===== config.mk =====
export PLATFORM = sky130hd
export DESIGN_NAME = wave_header_chunk_locator_core_flat
export DESIGN_NICKNAME = d
export VERILOG_FILES = /design/src/rtl/whcl_pkg.sv /design/src/rtl/whcl_if.sv /design/src/rtl/whcl_div.sv /design/src/rtl/whcl_dpath.sv /design/src/rtl/whcl_ctrl.sv /design/src/rtl/wave_header_chunk_locator_core.sv /design/src/flat_wrapper.sv
export SDC_FILE = /design/constraint.sdc
export NUM_CORES = 1
export LEC_CHECK = 0
export ABC_AREA = 1
export BUFFER_PORTS_ARGS = -buffer_cell sky130_fd_sc_hd__buf_2
export CAP_MARGIN = 20
export CORE_ASPECT_RATIO = 0.9
export CORE_MARGIN = 2
export CORE_UTILIZATION = 40
export DETAILED_ROUTE_END_ITERATION = 16
export GPL_TIMING_DRIVEN = 0
export PLACE_DENSITY = 0.59
export SLEW_MARGIN = 0
export SYNTH_ARGS = -nofsm -noshare
export SYNTH_HDL_FRONTEND = slang
export SYNTH_SLANG_ARGS = --single-unit

===== constraint.sdc =====
create_clock -name clock -period 16.1 [get_ports clock]
set_input_delay 2.415 -clock clock [delete_from_list [all_inputs] [get_ports clock]]
set_output_delay 2.415 -clock clock [all_outputs]
set_load 0.02 [all_outputs]

===== src/rtl/whcl_pkg.sv =====
package whcl_pkg;

   // byte position and chunk start span 33 bits so a chunk start cannot wrap
   localparam int unsigned POS_W = 33;
   localparam logic [POS_W-1:0] POS_MAX = 33'h1_FFFF_FFFF;
   localparam logic [POS_W-1:0] HDR_LEN = 33'd36;
   localparam logic [POS_W-1:0] CHUNK_FIRST_START = 33'd36;
   localparam int unsigned CHUNK_HDR_BYTES = 8;

   // shortest file lengths for the early length checks
   localparam logic [31:0] MIN_TOTAL_LEN = 32'd36;
   localparam logic [31:0] MIN_TOTAL_WITH_CHUNK = 32'd44;

   // four-character tags, first character in the low byte
   localparam logic [31:0] TAG_RIFF = 32'h4646_4952;
   localparam logic [31:0] TAG_WAVE = 32'h4556_4157;
   localparam logic [31:0] TAG_DATA = 32'h6174_6164;

   localparam logic [7:0] FMT_PCM = 8'd1;
   localparam logic [7:0] BITS_PCM16 = 8'd16;

   // fixed header byte positions
   localparam logic [5:0] POS_RIFF_FIRST = 6'd0;
   localparam logic [5:0] POS_RIFF_LAST = 6'd3;
   localparam logic [5:0] POS_WAVE_FIRST = 6'd8;
   localparam logic [5:0] POS_WAVE_LAST = 6'd11;
   localparam logic [5:0] POS_FMT_LO = 6'd20;
   localparam logic [5:0] POS_FMT_HI = 6'd21;
   localparam logic [5:0] POS_CH_LO = 6'd22;
   localparam logic [5:0] POS_CH_HI = 6'd23;
   localparam logic [5:0] POS_RATE_FIRST = 6'd24;
   localparam logic [5:0] POS_RATE_LAST = 6'd27;
   localparam logic [5:0] POS_BITS_LO = 6'd34;
   localparam logic [5:0] POS_BITS_HI = 6'd35;

   // frame count divider
   localparam int unsigned DIV_STEPS = 32;
   localparam int unsigned DIV_CNT_W = $clog2(DIV_STEPS);
   localparam int unsigned DIVISOR_W = 17;

   // register map
   localparam int unsigned CSR_ADDR_W = 2;
   localparam logic [CSR_ADDR_W-1:0] CSR_ADDR_TOTAL_LENGTH = 2'd0;

   typedef struct packed {
      logic accept;
      logic div_start;
      logic load_out;
      logic out_reject;
   } ctrl_cmd_type;

   typedef struct packed {
      logic hit_reject;
      logic hit_found;
      logic div_done;
   } dpath_stat_type;

endpackage


===== src/rtl/whcl_if.sv =====
interface whcl_req_if;
   logic       valid;
   logic       ready;
   logic [7:0] data_byte;
   logic       first_byte;

   modport source (output valid, output data_byte, output first_byte, input ready);
   modport sink (input valid, input data_byte, input first_byte, output ready);
endinterface

interface whcl_rsp_if;
   logic        valid;
   logic        ready;
   logic        status;
   logic [31:0] frame_count;
   logic [15:0] channel_count;
   logic [31:0] sample_rate;
   logic [31:0] data_offset;

   modport source (output valid, output status, output frame_count, output channel_count,
                   output sample_rate, output data_offset, input ready);
   modport sink (input valid, input status, input frame_count, input channel_count,
                 input sample_rate, input data_offset, output ready);
endinterface


===== src/rtl/whcl_div.sv =====
module whcl_div (
   input  logic                                clock,
   input  logic                                reset,
   input  logic                                start,
   input  logic [31:0]                         dividend,
   input  logic [whcl_pkg::DIVISOR_W-1:0]      divisor,
   output logic                                done,
   output logic [31:0]                         quotient
);

   // restoring division, one quotient bit per cycle
   logic                             busy_ff, busy_in;
   logic                             done_ff, done_in;
   logic [whcl_pkg::DIV_CNT_W-1:0]   cnt_ff, cnt_in;
   logic [31:0]                      quo_ff, quo_in;
   logic [whcl_pkg::DIVISOR_W-1:0]   rem_ff, rem_in;
   logic [whcl_pkg::DIVISOR_W-1:0]   dvs_ff, dvs_in;
   logic [whcl_pkg::DIVISOR_W:0]     shifted;
   logic [whcl_pkg::DIVISOR_W:0]     trial;

   always_comb begin
      shifted = {rem_ff, quo_ff[31]};
      trial   = shifted - {1'b0, dvs_ff};
      busy_in = busy_ff;
      done_in = 1'b0;
      cnt_in  = cnt_ff;
      quo_in  = quo_ff;
      rem_in  = rem_ff;
      dvs_in  = dvs_ff;
      if (start) begin
         busy_in = 1'b1;
         cnt_in  = '0;
         quo_in  = dividend;
         rem_in  = '0;
         dvs_in  = divisor;
      end else if (busy_ff) begin
         quo_in = {quo_ff[30:0], ~trial[whcl_pkg::DIVISOR_W]};
         rem_in = trial[whcl_pkg::DIVISOR_W] ? shifted[whcl_pkg::DIVISOR_W-1:0]
                                             : trial[whcl_pkg::DIVISOR_W-1:0];
         cnt_in = cnt_ff + 1'b1;
         if (cnt_ff == whcl_pkg::DIV_CNT_W'(whcl_pkg::DIV_STEPS - 1)) begin
            busy_in = 1'b0;
            done_in = 1'b1;
         end
      end
   end

   always_ff @(posedge clock) begin
      if (reset) begin
         busy_ff <= 1'b0;
         done_ff <= 1'b0;
      end else begin
         busy_ff <= busy_in;
         done_ff <= done_in;
      end
      cnt_ff <= cnt_in;
      quo_ff <= quo_in;
      rem_ff <= rem_in;
      dvs_ff <= dvs_in;
   end

   assign done     = done_ff;
   assign quotient = quo_ff;

endmodule


===== src/rtl/whcl_dpath.sv =====
module whcl_dpath (
   input  logic                     clock,
   input  logic                     reset,
   input  whcl_pkg::ctrl_cmd_type   cmd,
   output whcl_pkg::dpath_stat_type stat,
   input  logic [7:0]               data_byte,
   input  logic                     first_byte,
   input  logic [31:0]              total_length,
   output logic                     status,
   output logic [31:0]              frame_count,
   output logic [15:0]              channel_count,
   output logic [31:0]              sample_rate,
   output logic [31:0]              data_offset
);

   // parse state
   logic [whcl_pkg::POS_W-1:0] pos_ff, pos_in;
   logic                       hv_ff, hv_in;
   logic [15:0]                ch_ff, ch_in;
   logic [31:0]                rate_ff, rate_in;
   logic [whcl_pkg::POS_W-1:0] start_ff, start_in;
   logic [31:0]                tag_ff, tag_in;
   logic [31:0]                size_ff, size_in;
   logic                       fin_ff, fin_in;

   // state as seen by this word, after a restart
   logic [whcl_pkg::POS_W-1:0] pos_e, start_e;
   logic                       hv_e, fin_e;
   logic [15:0]                ch_e;
   logic [31:0]                rate_e, tag_e, size_e;

   logic                       in_hdr, in_chunk;
   logic [5:0]                 hp;
   logic                       hdr_bad, hv_new, hdr_rej;
   logic [15:0]                ch_new;
   logic [31:0]                rate_new, hdr_lane;
   logic [whcl_pkg::POS_W:0]   diff;
   logic [2:0]                 rel;
   logic [31:0]                chunk_lane, tag_new, size_new;
   logic                       last, is_data, missing_adv, chunk_rej, found;
   logic [whcl_pkg::POS_W-1:0] start_adv;

   logic                       div_done;
   logic [31:0]                quotient;

   logic                       status_ff;
   logic [31:0]                frame_ff, rate_out_ff, offset_ff;
   logic [15:0]                ch_out_ff;
   logic [whcl_pkg::POS_W-1:0] offset_full;

   always_comb begin
      pos_e   = first_byte ? '0 : pos_ff;
      hv_e    = first_byte ? 1'b1 : hv_ff;
      ch_e    = first_byte ? '0 : ch_ff;
      rate_e  = first_byte ? '0 : rate_ff;
      start_e = first_byte ? whcl_pkg::CHUNK_FIRST_START : start_ff;
      tag_e   = first_byte ? '0 : tag_ff;
      size_e  = first_byte ? '0 : size_ff;
      fin_e   = first_byte ? 1'b0 : fin_ff;
   end

   // fixed header checks and captures
   always_comb begin
      in_hdr   = pos_e < whcl_pkg::HDR_LEN;
      hp       = pos_e[5:0];
      hdr_lane = {24'd0, data_byte} << {hp[1:0], 3'b000};
      hdr_bad  = 1'b0;
      ch_new   = ch_e;
      rate_new = rate_e;
      case (hp) inside
         [whcl_pkg::POS_RIFF_FIRST:whcl_pkg::POS_RIFF_LAST]:
            hdr_bad = data_byte != whcl_pkg::TAG_RIFF[{hp[1:0], 3'b000} +: 8];
         [whcl_pkg::POS_WAVE_FIRST:whcl_pkg::POS_WAVE_LAST]:
            hdr_bad = data_byte != whcl_pkg::TAG_WAVE[{hp[1:0], 3'b000} +: 8];
         whcl_pkg::POS_FMT_LO:  hdr_bad = data_byte != whcl_pkg::FMT_PCM;
         whcl_pkg::POS_FMT_HI:  hdr_bad = data_byte != 8'd0;
         whcl_pkg::POS_CH_LO:   ch_new = ch_e | {8'd0, data_byte};
         whcl_pkg::POS_CH_HI:   ch_new = ch_e | {data_byte, 8'd0};
         [whcl_pkg::POS_RATE_FIRST:whcl_pkg::POS_RATE_LAST]:
            rate_new = rate_e | hdr_lane;
         whcl_pkg::POS_BITS_LO: hdr_bad = data_byte != whcl_pkg::BITS_PCM16;
         whcl_pkg::POS_BITS_HI: hdr_bad = data_byte != 8'd0;
         default:               hdr_bad = 1'b0;
      endcase
      hv_new  = hv_e & ~hdr_bad;
      hdr_rej = ((hp == whcl_pkg::POS_RIFF_FIRST) && (total_length < whcl_pkg::MIN_TOTAL_LEN))
             || ((hp == whcl_pkg::POS_BITS_HI)
                 && (!hv_new || (total_length < whcl_pkg::MIN_TOTAL_WITH_CHUNK)));
   end

   // chunk header walk
   always_comb begin
      diff       = {1'b0, pos_e} - {1'b0, start_e};
      in_chunk   = ~in_hdr & ~diff[whcl_pkg::POS_W] & (diff[whcl_pkg::POS_W-1:3] == '0);
      rel        = diff[2:0];
      chunk_lane = {24'd0, data_byte} << {rel[1:0], 3'b000};
      if (rel == 3'd0) begin
         tag_new  = chunk_lane;
         size_new = '0;
      end else if (!rel[2]) begin
         tag_new  = tag_e | chunk_lane;
         size_new = size_e;
      end else begin
         tag_new  = tag_e;
         size_new = size_e | chunk_lane;
      end
      last        = rel == 3'd7;
      is_data     = tag_new == whcl_pkg::TAG_DATA;
      start_adv   = start_e + whcl_pkg::POS_W'(whcl_pkg::CHUNK_HDR_BYTES) + {1'b0, size_new};
      missing_adv = ({1'b0, start_adv} + (whcl_pkg::POS_W + 1)'(whcl_pkg::CHUNK_HDR_BYTES))
                    > {2'b00, total_length};
      chunk_rej   = last & (is_data ? (ch_e == '0) : missing_adv);
      found       = last & is_data & (ch_e != '0);
   end

   always_comb begin
      stat.hit_reject = ~fin_e & (in_hdr ? hdr_rej : (in_chunk & chunk_rej));
      stat.hit_found  = ~fin_e & in_chunk & found;
      stat.div_done   = div_done;
   end

   always_comb begin
      pos_in   = (pos_e == whcl_pkg::POS_MAX) ? pos_e : pos_e + 1'b1;
      hv_in    = hv_e;
      ch_in    = ch_e;
      rate_in  = rate_e;
      start_in = start_e;
      tag_in   = tag_e;
      size_in  = size_e;
      fin_in   = fin_e;
      if (!fin_e) begin
         fin_in = stat.hit_reject | stat.hit_found;
         if (in_hdr) begin
            hv_in   = hv_new;
            ch_in   = ch_new;
            rate_in = rate_new;
         end else if (in_chunk) begin
            tag_in  = tag_new;
            size_in = size_new;
            if (last && !is_data) begin
               start_in = start_adv;
            end
         end
      end
   end

   always_ff @(posedge clock) begin
      if (reset) begin
         pos_ff   <= '0;
         hv_ff    <= 1'b1;
         ch_ff    <= '0;
         rate_ff  <= '0;
         start_ff <= whcl_pkg::CHUNK_FIRST_START;
         tag_ff   <= '0;
         size_ff  <= '0;
         fin_ff   <= 1'b0;
      end else if (cmd.accept) begin
         pos_ff   <= pos_in;
         hv_ff    <= hv_in;
         ch_ff    <= ch_in;
         rate_ff  <= rate_in;
         start_ff <= start_in;
         tag_ff   <= tag_in;
         size_ff  <= size_in;
         fin_ff   <= fin_in;
      end
   end

   whcl_div u_div (
      .clock    (clock),
      .reset    (reset),
      .start    (cmd.div_start),
      .dividend (size_new),
      .divisor  ({ch_e, 1'b0}),
      .done     (div_done),
      .quotient (quotient)
   );

   // result word register
   assign offset_full = start_ff + whcl_pkg::POS_W'(whcl_pkg::CHUNK_HDR_BYTES);

   always_ff @(posedge clock) begin
      if (cmd.load_out) begin
         if (cmd.out_reject) begin
            status_ff   <= 1'b1;
            frame_ff    <= '0;
            ch_out_ff   <= '0;
            rate_out_ff <= '0;
            offset_ff   <= '0;
         end else begin
            status_ff   <= 1'b0;
            frame_ff    <= quotient;
            ch_out_ff   <= ch_ff;
            rate_out_ff <= rate_ff;
            offset_ff   <= offset_full[31:0];
         end
      end
   end

   assign status        = status_ff;
   assign frame_count   = frame_ff;
   assign channel_count = ch_out_ff;
   assign sample_rate   = rate_out_ff;
   assign data_offset   = offset_ff;

endmodule


===== src/rtl/whcl_ctrl.sv =====
module whcl_ctrl (
   input  logic                     clock,
   input  logic                     reset,
   input  logic                     req_valid,
   output logic                     req_ready,
   output logic                     rsp_valid,
   input  logic                     rsp_ready,
   output whcl_pkg::ctrl_cmd_type   cmd,
   input  whcl_pkg::dpath_stat_type stat
);

   typedef enum logic {
      ST_RUN,
      ST_DIVIDE
   } state_type;

   state_type state_ff, state_in;
   logic      rsp_valid_ff, rsp_valid_in;

   always_comb begin
      req_ready      = (state_ff == ST_RUN) && (!rsp_valid_ff || rsp_ready);
      cmd.accept     = req_ready && req_valid;
      cmd.div_start  = cmd.accept && stat.hit_found;
      cmd.out_reject = state_ff == ST_RUN;
      cmd.load_out   = (cmd.accept && stat.hit_reject)
                    || ((state_ff == ST_DIVIDE) && stat.div_done);
      rsp_valid_in   = cmd.load_out || (rsp_valid_ff && !rsp_ready);
      state_in       = state_ff;
      unique case (state_ff)
         ST_RUN:    if (cmd.div_start) state_in = ST_DIVIDE;
         ST_DIVIDE: if (stat.div_done) state_in = ST_RUN;
         default:   state_in = ST_RUN;
      endcase
   end

   always_ff @(posedge clock) begin
      if (reset) begin
         state_ff     <= ST_RUN;
         rsp_valid_ff <= 1'b0;
      end else begin
         state_ff     <= state_in;
         rsp_valid_ff <= rsp_valid_in;
      end
   end

   assign rsp_valid = rsp_valid_ff;

endmodule


===== src/rtl/wave_header_chunk_locator_core.sv =====
// wav header parser and data chunk locator
// req_chan: one file byte per word (data_byte), first_byte high on byte zero
//   of each file restarts the parse
// rsp_chan: at most one word per file; status 0 gives frame count, channels,
//   sample rate and data offset of the first data chunk, status 1 means the
//   file was rejected (short file, bad header, missing chunk, zero channels)
//   with every other field zero
// apb port: total_length at byte address 0, to be written by the user only
//   while no file is in flight; the block itself does not enforce this
// throughput: one byte per cycle while parsing; bytes after a result are
//   taken and dropped until the next first_byte
// results: a reject word shows in the cycle after its byte; a data chunk word
//   waits on the one-bit-per-cycle frame count divider, no byte taken meanwhile
// stall: the result word waits in its output register and no byte is taken
//   while it is held; a byte can be taken at the edge where the word leaves
// reset: parse restarts as if a file began, total_length clears, no word is
//   pending
module wave_header_chunk_locator_core (
   input  logic                                clock,
   input  logic                                reset,
   whcl_req_if.sink                            req_chan,
   whcl_rsp_if.source                          rsp_chan,
   input  logic                                psel,
   input  logic                                penable,
   input  logic                                pwrite,
   input  logic [whcl_pkg::CSR_ADDR_W-1:0]     paddr,
   input  logic [31:0]                         pwdata,
   output logic [31:0]                         prdata,
   output logic                                pready
);

   // file length register
   logic [31:0]               total_length_ff;
   logic                      csr_wr;

   // controller to datapath
   whcl_pkg::ctrl_cmd_type    cmd;
   whcl_pkg::dpath_stat_type  stat;

   assign pready = 1'b1;
   assign csr_wr = psel && penable && pwrite && pready
                && (paddr == whcl_pkg::CSR_ADDR_TOTAL_LENGTH);
   assign prdata = (paddr == whcl_pkg::CSR_ADDR_TOTAL_LENGTH) ? total_length_ff : '0;

   always_ff @(posedge clock) begin
      if (reset) begin
         total_length_ff <= '0;
      end else if (csr_wr) begin
         total_length_ff <= pwdata;
      end
   end

   // sequencing: byte acceptance, divide wait, result word hold
   whcl_ctrl u_ctrl (
      .clock     (clock),
      .reset     (reset),
      .req_valid (req_chan.valid),
      .req_ready (req_chan.ready),
      .rsp_valid (rsp_chan.valid),
      .rsp_ready (rsp_chan.ready),
      .cmd       (cmd),
      .stat      (stat)
   );

   // parse state, chunk walk, divider and result word
   whcl_dpath u_dpath (
      .clock         (clock),
      .reset         (reset),
      .cmd           (cmd),
      .stat          (stat),
      .data_byte     (req_chan.data_byte),
      .first_byte    (req_chan.first_byte),
      .total_length  (total_length_ff),
      .status        (rsp_chan.status),
      .frame_count   (rsp_chan.frame_count),
      .channel_count (rsp_chan.channel_count),
      .sample_rate   (rsp_chan.sample_rate),
      .data_offset   (rsp_chan.data_offset)
   );

endmodule


===== src/flat_wrapper.sv =====
// flat-port wrapper written by rule: the top's interface ports become plain ports
module wave_header_chunk_locator_core_flat 
  (clock, reset, psel, penable, pwrite, paddr, pwdata, prdata, pready, req_chan_valid, req_chan_data_byte, req_chan_first_byte, req_chan_ready, rsp_chan_valid, rsp_chan_status, rsp_chan_frame_count, rsp_chan_channel_count, rsp_chan_sample_rate, rsp_chan_data_offset, rsp_chan_ready);
  whcl_req_if req_chan_i ();
  whcl_rsp_if rsp_chan_i ();
  input  logic clock;
  input  logic reset;
  input  logic psel;
  input  logic penable;
  input  logic pwrite;
  input  logic [whcl_pkg::CSR_ADDR_W-1:0] paddr;
  input  logic [31:0] pwdata;
  output logic [31:0] prdata;
  output logic pready;
  input wire logic [$bits(req_chan_i.valid)-1:0] req_chan_valid;
  input wire logic [$bits(req_chan_i.data_byte)-1:0] req_chan_data_byte;
  input wire logic [$bits(req_chan_i.first_byte)-1:0] req_chan_first_byte;
  output wire logic [$bits(req_chan_i.ready)-1:0] req_chan_ready;
  output wire logic [$bits(rsp_chan_i.valid)-1:0] rsp_chan_valid;
  output wire logic [$bits(rsp_chan_i.status)-1:0] rsp_chan_status;
  output wire logic [$bits(rsp_chan_i.frame_count)-1:0] rsp_chan_frame_count;
  output wire logic [$bits(rsp_chan_i.channel_count)-1:0] rsp_chan_channel_count;
  output wire logic [$bits(rsp_chan_i.sample_rate)-1:0] rsp_chan_sample_rate;
  output wire logic [$bits(rsp_chan_i.data_offset)-1:0] rsp_chan_data_offset;
  input wire logic [$bits(rsp_chan_i.ready)-1:0] rsp_chan_ready;
  assign req_chan_i.valid = req_chan_valid;
  assign req_chan_i.data_byte = req_chan_data_byte;
  assign req_chan_i.first_byte = req_chan_first_byte;
  assign req_chan_ready = req_chan_i.ready;
  assign rsp_chan_valid = rsp_chan_i.valid;
  assign rsp_chan_status = rsp_chan_i.status;
  assign rsp_chan_frame_count = rsp_chan_i.frame_count;
  assign rsp_chan_channel_count = rsp_chan_i.channel_count;
  assign rsp_chan_sample_rate = rsp_chan_i.sample_rate;
  assign rsp_chan_data_offset = rsp_chan_i.data_offset;
  assign rsp_chan_i.ready = rsp_chan_ready;
  wave_header_chunk_locator_core u_core (.clock(clock), .reset(reset), .req_chan(req_chan_i), .rsp_chan(rsp_chan_i), .psel(psel), .penable(penable), .pwrite(pwrite), .paddr(paddr), .pwdata(pwdata), .prdata(prdata), .pready(pready));
endmodule

==> results.md <==
* FMAX at 75.4 MHz
* RD Place Congestion at 1.01
* # IOs at 198
* Core footprint at 71700 sq um
* Hold Crit Start: u_core.u_dpath.rate_ff[3]$_SDFFE_PP0P_
* Least-Margin Pin Slew at 1.23 ns
* Pre-CTS WS at 2.67 ns
* Largest cells by area after synthesis: edfxtp_1, dfxtp_1, nand2_1, inv_1, ha_1
* Worst R2R Start: u_core.u_dpath.pos_ff[0]$_SDFFE_PP0P_
* Die W at 288 um
* Worst-case clock buffer depth at 3
* Top FF cell, synth: dfxtp_1
* Startpoint types: primary input
* Crit path DAT at 13.55 ns
* IO buf count at 193
* Final HPWL DP at 88.1 mm
* Via density at 5.29
* CP max stage cell: buf_1
* Syn_area_per_cell at 6.43 sq um
* Max IR drop VDD at 74.4 uV
* Highest cell delay on the worst timing path at 0.65 ns
* H-tree depth at 2
* Crit-path max FO at 61
* Clk_lat worst skew at 0.63 ns
* Post-Place Cell Area at 31200 sq um
* Commonest non-fill, non-tap cell in the layout: nand2_1
* Row cnt at 93
* Clock slew at reported path FFs at 0.06 ns
* Layout Cells excl Fill at 5739
* Die area at 74600 sq um
* Worst r2r path cells at 44
* Top cell type's share of synthesized area at 16.7%
* Leak at 15.8 nW
* Critical Path RT at 16.39 ns
* FFs w/ async S/R, synth at 0%
* Pwr Total at 2.79 mW
* Yosys cell types at 66
* Worst Slack Setup Final at 2.84 ns
* Hold depth at 2
* Global-route wire length before repair at 163 mm
* Routed WL at 109 mm
* Fillers at 7717
* Post-synth EDFFs at 161
* Register bit total from synthesis at 399
* Setup-failing EPs final at 0
* Worst setup path start: req_chan_first_byte
* Critical path's most frequent cell: nand2_1
* Vias in the first global route at 27300
* Largest net degree at the start of global routing at 62
* Post_cts resized at 0
* Hold endpoint: u_core.u_dpath.rate_ff[3]$_SDFFE_PP0P_
* R2R setup slack at 5.65 ns
* Wirelength per Cell at 19.0 um
* Final hold vios at 0
* Post-CTS Setup Bufs at 0
* Rel. slew slack at 18.2%
* Starting density of the core at 40.4%
* Final routed DRC violation total at 0
* Most frequent cells in the layout: nand2_1, inv_1, nor2_1
* Die Span Y at 259 um
* Worst setup EP type: flop
* RSZ-0062 raised after global routing: no
* Max Slew Vio Count at 0
* Cells after DPL at 5649
* Mapped Cells at 4503
* Worst Path Class, Setup: in -> reg
* TritonCTS Buffers at 48
* Layout area overhead at 13.6%
* DRT iter0 DRCs at 3353
* Leading area contributor after synthesis: edfxtp_1
* Post-synthesis cell area at 29000 sq um
* Seq/Total Area, Yosys at 33.1%
* Setup TNS at 0 ns
* Outcome: completed
* Fraction of the cycle the final worst path needs at 82.3%
* Final antenna-violating net count at 0
* Pwr dens at 84.8 nW/um^2
* Via count at 30300
* Total of max-cap violations at 0
* Final global-route overflow total at 0
* Overall Global Routing Usage at 28.4%
* Fin crit period at 13.26 ns
* CTS tree: built
* Min Hold Slack at 0.466 ns
* Initial antenna violation count at 2
* Post-Syn Nets at 4706
* Fraction of layout cells with a size suffix above 1 at 7.33%
* Yosys warns at 0
* Clk sink count at 399
* Max Clock Skew at 0.0316 ns
* Post-route cell area at 32900 sq um
* Clock root cell: clkbuf_16
* Drt pass-1 iters at 6
* Hold WC Path Type: reg -> reg
* CTS Hold Bufs at 0
* Reg2reg end: u_core.u_dpath.frame_count[15]$_SDFFCE_PN0P_
* # nets final at 4952
* Fin util at 45.9%
==> sequential cells by signal (all words and copies together) (netlist names), 5 cells and up <==
| register | cells |
|---|---|
| u_core.u_dpath.u_div.cnt_ff | 5 |
| u_core.u_dpath.u_div.dvs_ff | 16 |
| u_core.u_dpath.u_div.quotient | 32 |
| u_core.u_dpath.size_ff | 32 |
| u_core.u_dpath.u_div.rem_ff | 17 |
| u_core.u_dpath.pos_ff | 33 |
| u_core.u_dpath.tag_ff | 32 |
| u_core.u_dpath.rate_ff | 32 |
| u_core.u_dpath.data_offset | 32 |
| u_core.u_dpath.channel_count | 16 |
| u_core.u_dpath.start_ff | 33 |
| u_core.u_dpath.sample_rate | 32 |
| u_core.u_dpath.ch_ff | 16 |
| u_core.total_length_ff | 32 |
| u_core.u_dpath.frame_count | 32 |
==> worst max path at each step <==
stage,to,cells past startpoint,slack (ns)
after detailed placement,u_core.u_dpath.frame_count[15]$_SDFFCE_PN0P_,46,2.67
after floorplan,u_core.u_dpath.channel_count[0]$_SDFFCE_PN0P_,48,4.10
after global routing,u_core.u_dpath.frame_count[17]$_SDFFCE_PN0P_,48,2.37
final,u_core.u_dpath.frame_count[15]$_SDFFCE_PN0P_,46,2.84
after global placement,u_core.u_dpath.frame_count[15]$_SDFFCE_PN0P_,47,-0.35
after CTS,u_core.u_dpath.frame_count[15]$_SDFFCE_PN0P_,46,3.27
==> cell type report <==
type	instances	area [sq um]	area share (%)
Sequential cell	399	9600	29.2
Tap cell	950	1190	3.61
Clock buffer	57	1270	3.87
Multi-Input combinational cell	3133	15600	47.6
Clock inverter	32	437	1.33
Inverter	800	3010	9.13
Buffer	171	734	2.23
Timing Repair Buffer	196	1010	3.08
Antenna cell	1	2.50	0.00761
==> Yosys cell counts, types with 3 or more instances <==
cell type / number
o21a_1: 5
o21bai_1: 6
nand2_2: 7
xnor2_1: 12
ha_1: 150
nand3_1: 223
buf_6: 7
nor2_2: 3
a22oi_1: 12
a21boi_0: 4
nor2_1: 434
nand2_1: 1187
nor4_1: 25
a21oi_1: 362
nor3b_1: 11
o21ai_2: 5
o21ai_1: 66
edfxtp_1: 161
a31oi_1: 19
clkinv_1: 4
buf_1: 13
buf_4: 5
xor2_1: 48
nand4_1: 86
o22ai_1: 22
buf_2: 16
dfxtp_1: 238
nand2_4: 4
o31ai_1: 3
nand3b_1: 14
fa_1: 3
o21ai_0: 280
inv_1: 793
nor3_1: 88
and2_1: 5
o211ai_1: 11
clkbuf_1: 129
or2_2: 7
a21o_1: 4
==> worst max-delay path: cells and delay by family <==
kind / cells / cell delay, ns
adder cells (fa/ha/maj): 4 / 1.57
XOR/XNOR: 3 / 1.27
buffers and inverters: 12 / 3.47
AO/OA/AOI/OAI: 3 / 0.70
AND/OR/NAND/NOR: 24 / 4.01
==> per-layer routing <==
layer  up-vias  track usage [%]  part of all wire, %
met5         -                0                    0
met4         0             9.74                  3.6
met3       187             3.86                  7.8
met2      1251             42.3                   42
met1     13900             41.9                   47
li1      15000                -                    -
==> cell families (layout without fill, tap and decap cells) <==
kind of cell    after synthesis  count (layout)  share of synthesized area, %
compound gates              815             815                          15.0
xor+xnor                     61              61                          1.87
fa+ha+maj                   153             153                          6.69
buf+inv                     971            1256                          12.9
flops                       399             399                          33.1
other cells                   1               2                        0.0129
simple gates               2103            2103                          30.4
==> report_power, final <==
group	leakage (nW)	internal, mW	switching (mW)
clock network	0.807	0.677	0.492
logic	11.5	0.138	0.369
registers	3.44	1.10	0.0164
(Power assumes the default switching activity.)
